[config.mk]
export PLATFORM = sky130hd
export DESIGN_NAME = two_class_priority_queue_with_undo
export DESIGN_NICKNAME = d
export VERILOG_FILES = /design/src/sv/tcpq_pkg.sv /design/src/sv/tcpq_ram.sv /design/src/sv/tcpq_ctrl.sv /design/src/sv/tcpq_datapath.sv /design/src/sv/two_class_priority_queue_with_undo.sv
export SDC_FILE = /design/constraint.sdc
export NUM_CORES = 1
export LEC_CHECK = 0
export BUFFER_PORTS_ARGS = -buffer_cell sky130_fd_sc_hd__buf_2
export CORE_UTILIZATION = 60
export CTS_CLUSTER_SIZE = 14
export DETAILED_ROUTE_END_ITERATION = 8
export PLACE_DENSITY = 0.76
export SLEW_MARGIN = 20
export SYNTH_ARGS = -nofsm -noshare
export SYNTH_HDL_FRONTEND = slang
export SYNTH_HIERARCHICAL = 1
export SYNTH_SLANG_ARGS = --single-unit
[constraint.sdc]
create_clock -name clock -period 9.5 [get_ports clock]
set_input_delay 0.95 -clock clock [delete_from_list [all_inputs] [get_ports clock]]
set_output_delay 0.95 -clock clock [all_outputs]
set_load 0.02 [all_outputs]
[src/sv/tcpq_pkg.sv]
// Shared types and codes for the two-class priority queue.
// Used by the controller, the datapath, the top level and the checker.
`default_nettype none

package tcpq_pkg;

   // Operation codes carried by an input word.
   typedef enum logic [1:0] {
      OP_ADD   = 2'd0,
      OP_SERVE = 2'd1,
      OP_PEEK  = 2'd2,
      OP_UNDO  = 2'd3
   } op_type;

   // Status codes carried by a result word.
   typedef enum logic [1:0] {
      STAT_OK    = 2'd0,
      STAT_EMPTY = 2'd1,
      STAT_FULL  = 2'd2
   } status_type;

   // Commands from the controller to the datapath.
   typedef struct packed {
      logic capture;   // latch the input word and launch the store reads
      logic commit;    // apply the operation and load the result register
   } cmd_type;

endpackage

`default_nettype wire

[src/sv/tcpq_ram.sv]
// Generic single-write, single-read RAM with a registered read port.
// No dependencies.
`default_nettype none

module tcpq_ram #(
   parameter int WIDTH = 16,
   parameter int DEPTH = 16
) (
   input  wire logic                     clock,
   input  wire logic                     wr_en,
   input  wire logic [$clog2(DEPTH)-1:0] wr_addr,
   input  wire logic [WIDTH-1:0]         wr_data,
   input  wire logic                     rd_en,
   input  wire logic [$clog2(DEPTH)-1:0] rd_addr,
   output logic      [WIDTH-1:0]         rd_data
);

   logic [WIDTH-1:0] mem [DEPTH];

   // Write and registered read.
   always_ff @(posedge clock) begin
      if (wr_en) begin
         mem[wr_addr] <= wr_data;
      end
      if (rd_en) begin
         rd_data <= mem[rd_addr];
      end
   end

endmodule

`default_nettype wire

[src/sv/tcpq_ctrl.sv]
// Controller for the two-class priority queue: sequences capture and commit
// and owns the result valid flag. Depends on tcpq_pkg.
`default_nettype none

module tcpq_ctrl (
   input  wire logic              clock,
   input  wire logic              reset,
   input  wire logic              req_valid,
   output logic                   req_stall,
   output logic                   rsp_valid,
   input  wire logic              rsp_stall,
   output tcpq_pkg::cmd_type      cmd
);

   typedef enum logic {
      ST_IDLE,
      ST_EXEC
   } state_type;

   state_type state_ff;
   state_type state_in;
   logic      rsp_valid_ff;
   logic      rsp_valid_in;
   logic      out_free;

   // The result register can take a new word when empty or being drained.
   assign out_free = !rsp_valid_ff || !rsp_stall;

   // A new word is taken only while no operation is in flight.
   assign req_stall = (state_ff != ST_IDLE);
   assign rsp_valid = rsp_valid_ff;

   // Next state and commands.
   always_comb begin
      state_in    = state_ff;
      cmd.capture = 1'b0;
      cmd.commit  = 1'b0;
      unique case (state_ff)
         ST_IDLE: begin
            if (req_valid) begin
               cmd.capture = 1'b1;
               state_in    = ST_EXEC;
            end
         end
         ST_EXEC: begin
            if (out_free) begin
               cmd.commit = 1'b1;
               state_in   = ST_IDLE;
            end
         end
         default: begin
            state_in = ST_IDLE;
         end
      endcase
      rsp_valid_in = cmd.commit || (rsp_valid_ff && rsp_stall);
   end

   // State and registered output valid.
   always_ff @(posedge clock) begin
      if (reset) begin
         state_ff     <= ST_IDLE;
         rsp_valid_ff <= 1'b0;
      end else begin
         state_ff     <= state_in;
         rsp_valid_ff <= rsp_valid_in;
      end
   end

endmodule

`default_nettype wire

[src/sv/tcpq_datapath.sv]
// Datapath for the two-class priority queue: pointers, counts, the three
// stores and the result register. Depends on tcpq_pkg and tcpq_ram.
`default_nettype none

module tcpq_datapath #(
   parameter int QUEUE_DEPTH   = 16,
   parameter int HISTORY_DEPTH = 16,
   parameter int ID_WIDTH      = 16
) (
   input  wire logic              clock,
   input  wire logic              reset,
   input  wire tcpq_pkg::cmd_type cmd,
   input  wire logic [1:0]        req_operation,
   input  wire logic [15:0]       req_item_id,
   input  wire logic              req_urgent_class,
   input  wire logic [7:0]        req_server_number,
   output logic      [1:0]        rsp_status,
   output logic      [15:0]       rsp_result_id,
   output logic                   rsp_result_urgent,
   output logic      [7:0]        rsp_result_server
);

   localparam int QA = $clog2(QUEUE_DEPTH);
   localparam int QC = $clog2(QUEUE_DEPTH + 1);
   localparam int HA = $clog2(HISTORY_DEPTH);
   localparam int HC = $clog2(HISTORY_DEPTH + 1);
   localparam int RW = ID_WIDTH + 9;

   localparam logic [QA-1:0] Q_LAST = QA'(QUEUE_DEPTH - 1);
   localparam logic [QC-1:0] Q_FULL = QC'(QUEUE_DEPTH);
   localparam logic [HA-1:0] H_LAST = HA'(HISTORY_DEPTH - 1);
   localparam logic [HC-1:0] H_FULL = HC'(HISTORY_DEPTH);

   // Captured input word.
   tcpq_pkg::op_type    op_ff;
   logic [ID_WIDTH-1:0] id_ff;
   logic                cls_ff;
   logic [7:0]          srv_ff;
   logic [31:0]         id_wide;

   // Queue and history bookkeeping.
   logic [QA-1:0] u_head_ff, u_head_in, u_tail_ff, u_tail_in;
   logic [QC-1:0] u_count_ff, u_count_in;
   logic [QA-1:0] n_head_ff, n_head_in, n_tail_ff, n_tail_in;
   logic [QC-1:0] n_count_ff, n_count_in;
   logic [HA-1:0] h_top_ff, h_top_in, h_prev;
   logic [HC-1:0] h_count_ff, h_count_in;

   // Store ports.
   logic                u_we, n_we, h_we;
   logic [ID_WIDTH-1:0] q_wdata;
   logic [RW-1:0]       h_wdata;
   logic [ID_WIDTH-1:0] u_rd, n_rd;
   logic [RW-1:0]       h_rd;
   logic [ID_WIDTH-1:0] h_id;
   logic [7:0]          h_srv;
   logic                h_urg;

   // Result register.
   tcpq_pkg::status_type status_ff, status_in;
   logic [ID_WIDTH-1:0]  rid_ff, rid_in;
   logic                 rurg_ff, rurg_in;
   logic [7:0]           rsrv_ff, rsrv_in;
   logic [31:0]          rid_wide;

   function automatic logic [QA-1:0] q_inc(input logic [QA-1:0] ptr);
      q_inc = (ptr == Q_LAST) ? '0 : QA'(ptr + 1'b1);
   endfunction

   function automatic logic [HA-1:0] h_inc(input logic [HA-1:0] ptr);
      h_inc = (ptr == H_LAST) ? '0 : HA'(ptr + 1'b1);
   endfunction

   // Item IDs keep their low ID_WIDTH bits.
   assign id_wide = 32'(req_item_id);

   // Slot of the newest history record.
   assign h_prev = (h_top_ff == '0) ? H_LAST : HA'(h_top_ff - 1'b1);

   assign h_id  = h_rd[ID_WIDTH-1:0];
   assign h_srv = h_rd[ID_WIDTH+7:ID_WIDTH];
   assign h_urg = h_rd[RW-1];

   // Queue stores are written at the tail by add or undo.
   assign q_wdata = (op_ff == tcpq_pkg::OP_ADD) ? id_ff : h_id;

   tcpq_ram #(.WIDTH(ID_WIDTH), .DEPTH(QUEUE_DEPTH)) u_urgent_ram (
      .clock   (clock),
      .wr_en   (u_we),
      .wr_addr (u_tail_ff),
      .wr_data (q_wdata),
      .rd_en   (cmd.capture),
      .rd_addr (u_head_ff),
      .rd_data (u_rd)
   );

   tcpq_ram #(.WIDTH(ID_WIDTH), .DEPTH(QUEUE_DEPTH)) u_normal_ram (
      .clock   (clock),
      .wr_en   (n_we),
      .wr_addr (n_tail_ff),
      .wr_data (q_wdata),
      .rd_en   (cmd.capture),
      .rd_addr (n_head_ff),
      .rd_data (n_rd)
   );

   tcpq_ram #(.WIDTH(RW), .DEPTH(HISTORY_DEPTH)) u_history_ram (
      .clock   (clock),
      .wr_en   (h_we),
      .wr_addr (h_top_ff),
      .wr_data (h_wdata),
      .rd_en   (cmd.capture),
      .rd_addr (h_prev),
      .rd_data (h_rd)
   );

   // Operation execution on the captured word and the read data.
   always_comb begin
      u_head_in  = u_head_ff;
      u_tail_in  = u_tail_ff;
      u_count_in = u_count_ff;
      n_head_in  = n_head_ff;
      n_tail_in  = n_tail_ff;
      n_count_in = n_count_ff;
      h_top_in   = h_top_ff;
      h_count_in = h_count_ff;
      u_we       = 1'b0;
      n_we       = 1'b0;
      h_we       = 1'b0;
      h_wdata    = '0;
      status_in  = tcpq_pkg::STAT_OK;
      rid_in     = '0;
      rurg_in    = 1'b0;
      rsrv_in    = '0;
      unique case (op_ff)
         tcpq_pkg::OP_ADD: begin
            if (cls_ff) begin
               if (u_count_ff == Q_FULL) begin
                  status_in = tcpq_pkg::STAT_FULL;
               end else begin
                  u_we       = cmd.commit;
                  u_tail_in  = q_inc(u_tail_ff);
                  u_count_in = QC'(u_count_ff + 1'b1);
               end
            end else begin
               if (n_count_ff == Q_FULL) begin
                  status_in = tcpq_pkg::STAT_FULL;
               end else begin
                  n_we       = cmd.commit;
                  n_tail_in  = q_inc(n_tail_ff);
                  n_count_in = QC'(n_count_ff + 1'b1);
               end
            end
         end
         tcpq_pkg::OP_SERVE, tcpq_pkg::OP_PEEK: begin
            if (u_count_ff != '0) begin
               rid_in  = u_rd;
               rurg_in = 1'b1;
               if (op_ff == tcpq_pkg::OP_SERVE) begin
                  u_head_in  = q_inc(u_head_ff);
                  u_count_in = QC'(u_count_ff - 1'b1);
               end
            end else if (n_count_ff != '0) begin
               rid_in = n_rd;
               if (op_ff == tcpq_pkg::OP_SERVE) begin
                  n_head_in  = q_inc(n_head_ff);
                  n_count_in = QC'(n_count_ff - 1'b1);
               end
            end else begin
               status_in = tcpq_pkg::STAT_EMPTY;
            end
            // A serve records its item; a full history drops the oldest record.
            if (op_ff == tcpq_pkg::OP_SERVE && status_in == tcpq_pkg::STAT_OK) begin
               rsrv_in  = srv_ff;
               h_we     = cmd.commit;
               h_wdata  = {rurg_in, srv_ff, rid_in};
               h_top_in = h_inc(h_top_ff);
               if (h_count_ff != H_FULL) begin
                  h_count_in = HC'(h_count_ff + 1'b1);
               end
            end
         end
         tcpq_pkg::OP_UNDO: begin
            if (h_count_ff == '0) begin
               status_in = tcpq_pkg::STAT_EMPTY;
            end else if ((h_urg && u_count_ff == Q_FULL) ||
                         (!h_urg && n_count_ff == Q_FULL)) begin
               status_in = tcpq_pkg::STAT_FULL;
            end else begin
               if (h_urg) begin
                  u_we       = cmd.commit;
                  u_tail_in  = q_inc(u_tail_ff);
                  u_count_in = QC'(u_count_ff + 1'b1);
               end else begin
                  n_we       = cmd.commit;
                  n_tail_in  = q_inc(n_tail_ff);
                  n_count_in = QC'(n_count_ff + 1'b1);
               end
               h_top_in   = h_prev;
               h_count_in = HC'(h_count_ff - 1'b1);
               rid_in     = h_id;
               rurg_in    = h_urg;
               rsrv_in    = h_srv;
            end
         end
         default: begin
            status_in = tcpq_pkg::STAT_OK;
         end
      endcase
   end

   // Captured word and result payload.
   always_ff @(posedge clock) begin
      if (cmd.capture) begin
         op_ff  <= tcpq_pkg::op_type'(req_operation);
         id_ff  <= id_wide[ID_WIDTH-1:0];
         cls_ff <= req_urgent_class;
         srv_ff <= req_server_number;
      end
      if (cmd.commit) begin
         status_ff <= status_in;
         rid_ff    <= rid_in;
         rurg_ff   <= rurg_in;
         rsrv_ff   <= rsrv_in;
      end
   end

   // Pointers and counts.
   always_ff @(posedge clock) begin
      if (reset) begin
         u_head_ff  <= '0;
         u_tail_ff  <= '0;
         u_count_ff <= '0;
         n_head_ff  <= '0;
         n_tail_ff  <= '0;
         n_count_ff <= '0;
         h_top_ff   <= '0;
         h_count_ff <= '0;
      end else if (cmd.commit) begin
         u_head_ff  <= u_head_in;
         u_tail_ff  <= u_tail_in;
         u_count_ff <= u_count_in;
         n_head_ff  <= n_head_in;
         n_tail_ff  <= n_tail_in;
         n_count_ff <= n_count_in;
         h_top_ff   <= h_top_in;
         h_count_ff <= h_count_in;
      end
   end

   assign rid_wide          = 32'(rid_ff);
   assign rsp_status        = status_ff;
   assign rsp_result_id     = rid_wide[15:0];
   assign rsp_result_urgent = rurg_ff;
   assign rsp_result_server = rsrv_ff;

endmodule

`default_nettype wire

[src/sv/two_class_priority_queue_with_undo.sv]
// Two-class strict-priority queue with an undo history of served items.
// The result word is registered at the commit that follows the capture of the
// input word; the capture launches the registered read of the queue and history
// RAMs. A new input word is not taken until the current one is committed, and a
// stalled result word holds back the commit of the next one.
// Reset clears pointers, counts and valid flags; the RAMs are never cleared.
`default_nettype none

module two_class_priority_queue_with_undo #(
   parameter int QUEUE_DEPTH   = 16,
   parameter int HISTORY_DEPTH = 16,
   parameter int ID_WIDTH      = 16
) (
   input  wire logic        clock,
   input  wire logic        reset,
   input  wire logic        req_valid,
   output logic             req_stall,
   input  wire logic [1:0]  req_operation,
   input  wire logic [15:0] req_item_id,
   input  wire logic        req_urgent_class,
   input  wire logic [7:0]  req_server_number,
   output logic             rsp_valid,
   input  wire logic        rsp_stall,
   output logic      [1:0]  rsp_status,
   output logic      [15:0] rsp_result_id,
   output logic             rsp_result_urgent,
   output logic      [7:0]  rsp_result_server
);

   tcpq_pkg::cmd_type cmd;

   // Sequencing of each word.
   tcpq_ctrl u_ctrl (
      .clock     (clock),
      .reset     (reset),
      .req_valid (req_valid),
      .req_stall (req_stall),
      .rsp_valid (rsp_valid),
      .rsp_stall (rsp_stall),
      .cmd       (cmd)
   );

   // Queues, history and result register.
   tcpq_datapath #(
      .QUEUE_DEPTH   (QUEUE_DEPTH),
      .HISTORY_DEPTH (HISTORY_DEPTH),
      .ID_WIDTH      (ID_WIDTH)
   ) u_datapath (
      .clock             (clock),
      .reset             (reset),
      .cmd               (cmd),
      .req_operation     (req_operation),
      .req_item_id       (req_item_id),
      .req_urgent_class  (req_urgent_class),
      .req_server_number (req_server_number),
      .rsp_status        (rsp_status),
      .rsp_result_id     (rsp_result_id),
      .rsp_result_urgent (rsp_result_urgent),
      .rsp_result_server (rsp_result_server)
   );

endmodule

`default_nettype wire

# Word-level counts from Yosys, hierarchy flattened
# Memory sizes are Yosys's and may differ from the RTL's. A register that Yosys moved wholly into a read port is not among the register bits.
# Index checks and enable logic that the tools add are counted.
# Widths: inputs -> output; s select.
[op_classes] mux=95 n_eq_ne=25 reduce_logical=27 bitwise=2 add_sub_neg=12
[op_table] operator="$mux 5" n=19
[op_table] operator="$mux 16" n=5
[op_table] operator="$mux 4" n=19
[op_table] operator="$mux 25" n=2
[op_table] operator="$pmux 16 s2" n=1
[op_table] operator="$pmux 5 s3" n=2
[op_table] operator="$mux 1" n=27
[op_table] operator="$mux 8" n=3
[op_table] operator="$pmux 4 s2" n=3
[op_table] operator="$add 4x1->4 const B" n=5
[op_table] operator="$eq 4x4->1 const B" n=5
[op_table] operator="$ne 2x2->1 const B" n=8
[op_table] operator="$pmux 8 s2" n=1
[op_table] operator="$add 5x1->5 const B" n=3
[op_table] operator="$sub 5x1->5 const B" n=3
[op_table] operator="$mux 2" n=7
[op_table] operator="$reduce_and 7->1" n=2
[op_table] operator="$ne 2x1->1 const B" n=6
[op_table] operator="$eq 5x5->1 const B" n=2
[op_table] operator="$pmux 5 s2" n=1
[op_table] operator="$reduce_and 5->1" n=2
[op_table] operator="$reduce_bool 5->1" n=2
[op_table] operator="$reduce_and 9->1" n=1
[op_table] operator="$pmux 1 s2" n=4
[op_table] operator="17 further kinds" n=28
[word_totals] output_inout_bits=29 word_cells=182 inputBits=31 regBits=91 mem_count=3 mem_bits_rw=912
[memory_table] memory="u_datapath.u_history_ram.mem" depth=16 width=25 rd=1 rd_ports_with_merged_regs=1 wr=1 line_no="tcpq_ram.sv:18" rtl="logic [WIDTH-1:0] mem [DEPTH];"
[memory_table] memory="u_datapath.u_normal_ram.mem" depth=16 width=16 rd=1 rd_ports_with_merged_regs=1 wr=1 line_no="tcpq_ram.sv:18"
[memory_table] memory="u_datapath.u_urgent_ram.mem" depth=16 width=16 rd=1 rd_ports_with_merged_regs=1 wr=1 line_no="tcpq_ram.sv:18"

# Depth between registers and ports, before layout
[depth] ltp_word=10 ltp_mapped=10 mapped_depth_nobuf=9

# By module
# The synthesis kept the hierarchy.
[modules_own_cells] mod="tcpq_ram (u_datapath.u_normal_ram ...)" seq_area_each_um2=8167.8 area_per_inst_um2=10202.3 cells_per_inst=432 instances=2
[modules_own_cells] mod="tcpq_ram (u_datapath.u_history_ram)" seq_area_each_um2=12762.2 area_per_inst_um2=15801.4 cells_per_inst=660 instances=1
[modules_own_cells] mod="tcpq_datapath" seq_area_each_um2=2322.2 area_per_inst_um2=4820.9 cells_per_inst=480 instances=1
[modules_own_cells] mod="tcpq_ctrl" seq_area_each_um2=40.0 area_per_inst_um2=92.6 cells_per_inst=9 instances=1

# Worst setup path after synthesis
# OpenSTA, ideal clock, no wires.
[synth_timing] path_type="input-to-reg" startpoint="in rsp_stall" endpoint="mem u_datapath/u_history_ram/mem[0][0] (netlist bit) (enable)" slack_ps=4061 cell_stages=5 setup_time_ps=438 arrival_ps=5001 cell_sequence="a21boi_1 > clkbuf_1 > and2_1 > or3b_2 > nor3_1"
[synth_via] elab_chain_len=8
[synth_lines] item="start, declared" line_no="two_class_priority_queue_with_undo.sv:23" rtl="input wire logic rsp_stall,"
[synth_lines] item="$logic_not 1->1" line_no="tcpq_ctrl.sv:27" rtl="assign out_free = !rsp_valid_ff || !rsp_stall;"
[synth_lines] item="$logic_or 1x1->1" line_no="tcpq_ctrl.sv:27"
[synth_lines] item="$mux 1" line_no="tcpq_ctrl.sv:46" rtl="if (out_free) begin"
[synth_lines] item="$mux 1" line_no="tcpq_ctrl.sv:38" rtl="unique case (state_ff)"
[synth_lines] item="$mux 1" line_no="tcpq_datapath.sv:173" rtl="if (op_ff == tcpq_pkg::OP_SERVE && status_in == tcpq_pkg::STAT_OK) begin"
[synth_lines] item="$mux 1" line_no="tcpq_datapath.sv:135" rtl="unique case (op_ff)"
[synth_lines] item="via u_datapath.h_we" line_no="tcpq_datapath.sv:50" rtl="logic u_we, n_we, h_we;"
[synth_lines] item="$mux 1" line_no="tcpq_ram.sv:22" rtl="if (wr_en) begin"
[synth_lines] item="$mux 1 (not written as such)" line_no="tcpq_ram.sv:23" rtl="mem[wr_addr] <= wr_data;"
[synth_lines] item="end, declared" line_no="tcpq_ram.sv:18"
# The timed path passes the listed nets, and every way through them passes these cells.

# Worst setup path in the final report
[layout_timing] startpoint="reg u_datapath.u_count_ff[0]" endpoint="mem u_datapath/u_history_ram/mem[12][8] (netlist bit) (enable)"
[layout_via] elab_chain_len=9
[layout_lines] item="start, declared" line_no="tcpq_datapath.sv:43" rtl="logic [QC-1:0] u_count_ff, u_count_in;"
[layout_lines] item="start signal, assigned" line_no="tcpq_datapath.sv:242" rtl="u_count_ff <= u_count_in;"
[layout_lines] item="$reduce_bool 5->1" line_no="tcpq_datapath.sv:156" rtl="if (u_count_ff != '0) begin"
[layout_lines] item="$mux 2" line_no="tcpq_datapath.sv:156"
[layout_lines] item="$mux 2" line_no="tcpq_datapath.sv:135"
[layout_lines] item="$logic_not 2->1" line_no="tcpq_datapath.sv:173"
[layout_lines] item="$logic_and 1x1->1" line_no="tcpq_datapath.sv:173"
[layout_lines] item="$mux 1" line_no="tcpq_datapath.sv:173"
[layout_lines] item="$mux 1" line_no="tcpq_datapath.sv:135"
[layout_lines] item="via u_datapath.h_we" line_no="tcpq_datapath.sv:50"
[layout_lines] item="$mux 1" line_no="tcpq_ram.sv:22"
[layout_lines] item="$mux 1 (not written as such)" line_no="tcpq_ram.sv:23"
# The timed path passes the listed nets, and every way through them passes these cells. The select of a mux whose other input is x is not followed.

==> metrics <==
DP HPWL=51200 µm; final setup fails=0; n_diodes=0; switching share of power=21.3%; Power Density=209 nW/µm²; f_max=254 MHz; Final Hold Viols=0; GRT Total Usage=26.2%; Core ar.=67500 µm²; CP required=9.80 ns; Wirelength per Cell=29.0 µm; dominant cells by area after synthesis=edfxtp_1 (75%), mux4_2 (11%), a22oi_1 (2.5%); Setup CP Type=reg -> reg; Worst VDD drop=0.168 mV; Post-synth EDFFs=1023; final setup TNS=0 ns; mux share of post-synthesis cell area=13.4%; number of synthesized register bits=1060; CTS H-tree lvls=3; Routed Wire Length=89600 µm; via count=20400; number of antenna violations at the first check in global routing=2; clock slew at reported path FFs=0.06 ns; pre-CTS setup slack=5.58 ns; total chip power=9.60 mW; vias in the first global route=20800; syn avg cell area=20.4 µm²; main flop type after synthesis=edfxtp_1; post-cts sizing count=0; Synth Area in Adders=0.755%; chip width=264 µm; Syn Nets=2067; fillers=4158; Synth top area share=74.7%; Synth area leader=edfxtp_1; asr flop ratio synth=0%; CTS buffer count=101; Multi-input gate area=9240 µm²; remaining antenna violation count=0; area delta synth->final=11.5%; GRT overflow=0; Leak=13.9 nW; count of pins over their slew limit=0; reg2reg setup slack=5.56 ns; CTS root buf=clkbuf_16; worst setup margin=5.56 ns; first-pass GRT wire length=133000 µm; layout cells sized above 1=24.0%; most common cell after layout, fill and taps aside=edfxtp_1; Core Rows=95; CP startpoint kind=register; # IOs=60; Comb pwr share=4.8%; synthesized area=41100 µm²; final net count=2187; # DRC=0; RSZ-0062 raised after global routing=no; Syn. warnings=6; HP Class=in -> reg; minimum clock period=3.94 ns; most frequent cells in the layout=edfxtp_1 (1023), mux4_2 (208), a22oi_1 (139); slew at the pin closest to its max-slew limit=1.15 ns; XOR/XNOR share of the synthesized area=0.319%; Placed Area=42600 µm²; hold worst-path end=u_datapath/id_ff[2]; initial core utilization=60.9%; Switching Power=2.04 mW; worst r2r src=u_datapath/u_count_ff[0]; Netlist cell types=60; Internal=7.56 mW; TritonCTS clock tree=done; Clk network pwr share=40.4%; PortBufs=59; period utilisation layout=41.5%; Seq/Total Area, Yosys=76.5%; status=complete, no violations; max-cap viol count=0; Worst Reg-to-Reg Cells=9; Reg power frac=54.8%; critical path fanouts, max=21; Hold Path Origin=req_item_id[2]; Slew HR=23.0%; synthesized instance count=2013; hold path cells=1; Synth Area in Simple Gates=3.61%; Die ar.=69600 µm²; CTS Hold Bufs=0; TritonCTS Sinks=1060; Vias/cell=6.62; main combinational cell family by area after synthesis=multiplexers; register area=31500 µm²; clk_skew=0.0239 ns; largest net degree at the start of global routing=56; Finished Core Util=67.9%; Worst-Skew Late Latency=0.67 ns; Initial DRC Count=2428; Routability Congestion=0.801; Reg-to-Reg End=u_datapath/u_history_ram/mem[12][8]; Synth Area in Compound Gates=3.89%; Crit. End Element=register; Die Height=264 µm; Worst Path Arrival=4.24 ns; Setup Buffers After CTS=0; post-route cell area=45900 µm²; Initial DRT Pass Iterations=5; CTS max path bufs=3
## final cells by class
type / instances / area share [%]
clock buffers: 129 / 5.90
repair buffers: 120 / 1.69
multi-input cells: 833 / 20.1
well taps: 873 / 2.38
flip-flops and latches: 1060 / 68.6
inverters: 17 / 0.147
clock inverters: 57 / 1.13
## layer usage
metal  vias to the layer above  share of wire [%]  track usage [%]
li1                       8541                  -                -
met1                     10700                 38             35.9
met2                      1076                 50             43.6
met3                       177                8.7             4.50
met4                         2                3.0             8.63
met5                         -              0.015                0
## worst max-delay path: stages (launching register included)
cell     delay (ns)
dfxtp_1        0.44
nor4_1         0.14
nand2_1        0.64
nor2_1         0.27
nor2_1         0.16
buf_4          0.24
and2_1         0.21
nand3_1        0.32
nor3_2         0.62
buf_4          0.52
## flip-flops by register name (all words and copies together), names as in the netlist, 8 cells and up
name / flops
u_datapath/rsp_result_id: 16
u_datapath/u_urgent_ram/mem: 256
u_datapath/u_history_ram/rd_data: 25
u_datapath/u_urgent_ram/rd_data: 16
u_datapath/u_normal_ram/rd_data: 16
u_datapath/u_history_ram/mem: 400
u_datapath/id_ff: 16
u_datapath/rsp_result_server: 8
u_datapath/srv_ff: 8
u_datapath/u_normal_ram/mem: 256
## synth_stat cells (3+ instances only)
cell type     n
xor2_1        8
xnor2_1       7
buf_4        12
nor4_1        3
a211oi_1      4
a31oi_1       5
buf_2         7
nand3b_1      7
nor2_1      101
edfxtp_1   1023
ha_1         20
fa_1          3
nand2b_1     12
inv_1        16
clkbuf_1     54
or3b_2        3
buf_1        17
a311oi_1      3
or4_1         3
buf_6        13
dfxtp_1      37
mux2i_1      14
nand3_1      12
o21ai_0      10
a22oi_1     139
nor2b_1      27
and2_1       28
a21o_1        8
or3_1         4
nor3_1       17
a21oi_1      43
mux4_2      208
nand2_1      80
mux4_1       20
mux2_2       16
## per-stage QoR
step,hold WS (ns),instances
floorplan,0.463,2013
global placement,0.477,2902
detailed placement,0.503,2903
CTS,0.427,3089
global route,0.439,3089
finish,0.460,3089
## cell families after synthesis
| family | after synthesis |
|---|---|
| AOI/OAI and AO/OA | 228 |
| xor gates and xnor gates | 15 |
| adders and majority gates | 23 |
| buffers and inverters | 120 |
| DFF | 1060 |
| muxes | 258 |
| and+or+nand+nor | 309 |
## worst max path at each step
stage                        startpoint                                  end  slack, ns  depth (start not counted)
2_1_floorplan                 rsp_stall   u_datapath/u_history_ram/mem[0][0]       4.06                          5
3_3_place_gp                  rsp_stall    u_datapath/u_urgent_ram/mem[0][7]       5.67                          8
3_5_place_dp                  rsp_stall    u_datapath/u_urgent_ram/mem[0][7]       5.58                          8
4_1_cts        u_datapath/u_count_ff[0]  u_datapath/u_history_ram/mem[4][12]       5.58                          9
5_1_grt        u_datapath/u_count_ff[0]   u_datapath/u_history_ram/mem[4][1]       5.28                          9
6_report       u_datapath/u_count_ff[0]  u_datapath/u_history_ram/mem[12][8]       5.56                          9
## power groups by stage
stage	logic (mW)	clock network [mW]	registers, mW
floorplan	0.281	0	5.34
CTS	0.459	3.94	5.26
finish	0.461	3.88	5.26
detailed placement	0.457	0	5.35
global route	0.493	4.11	5.26
global placement	0.433	0	5.35
(Power assumes the default switching activity.)
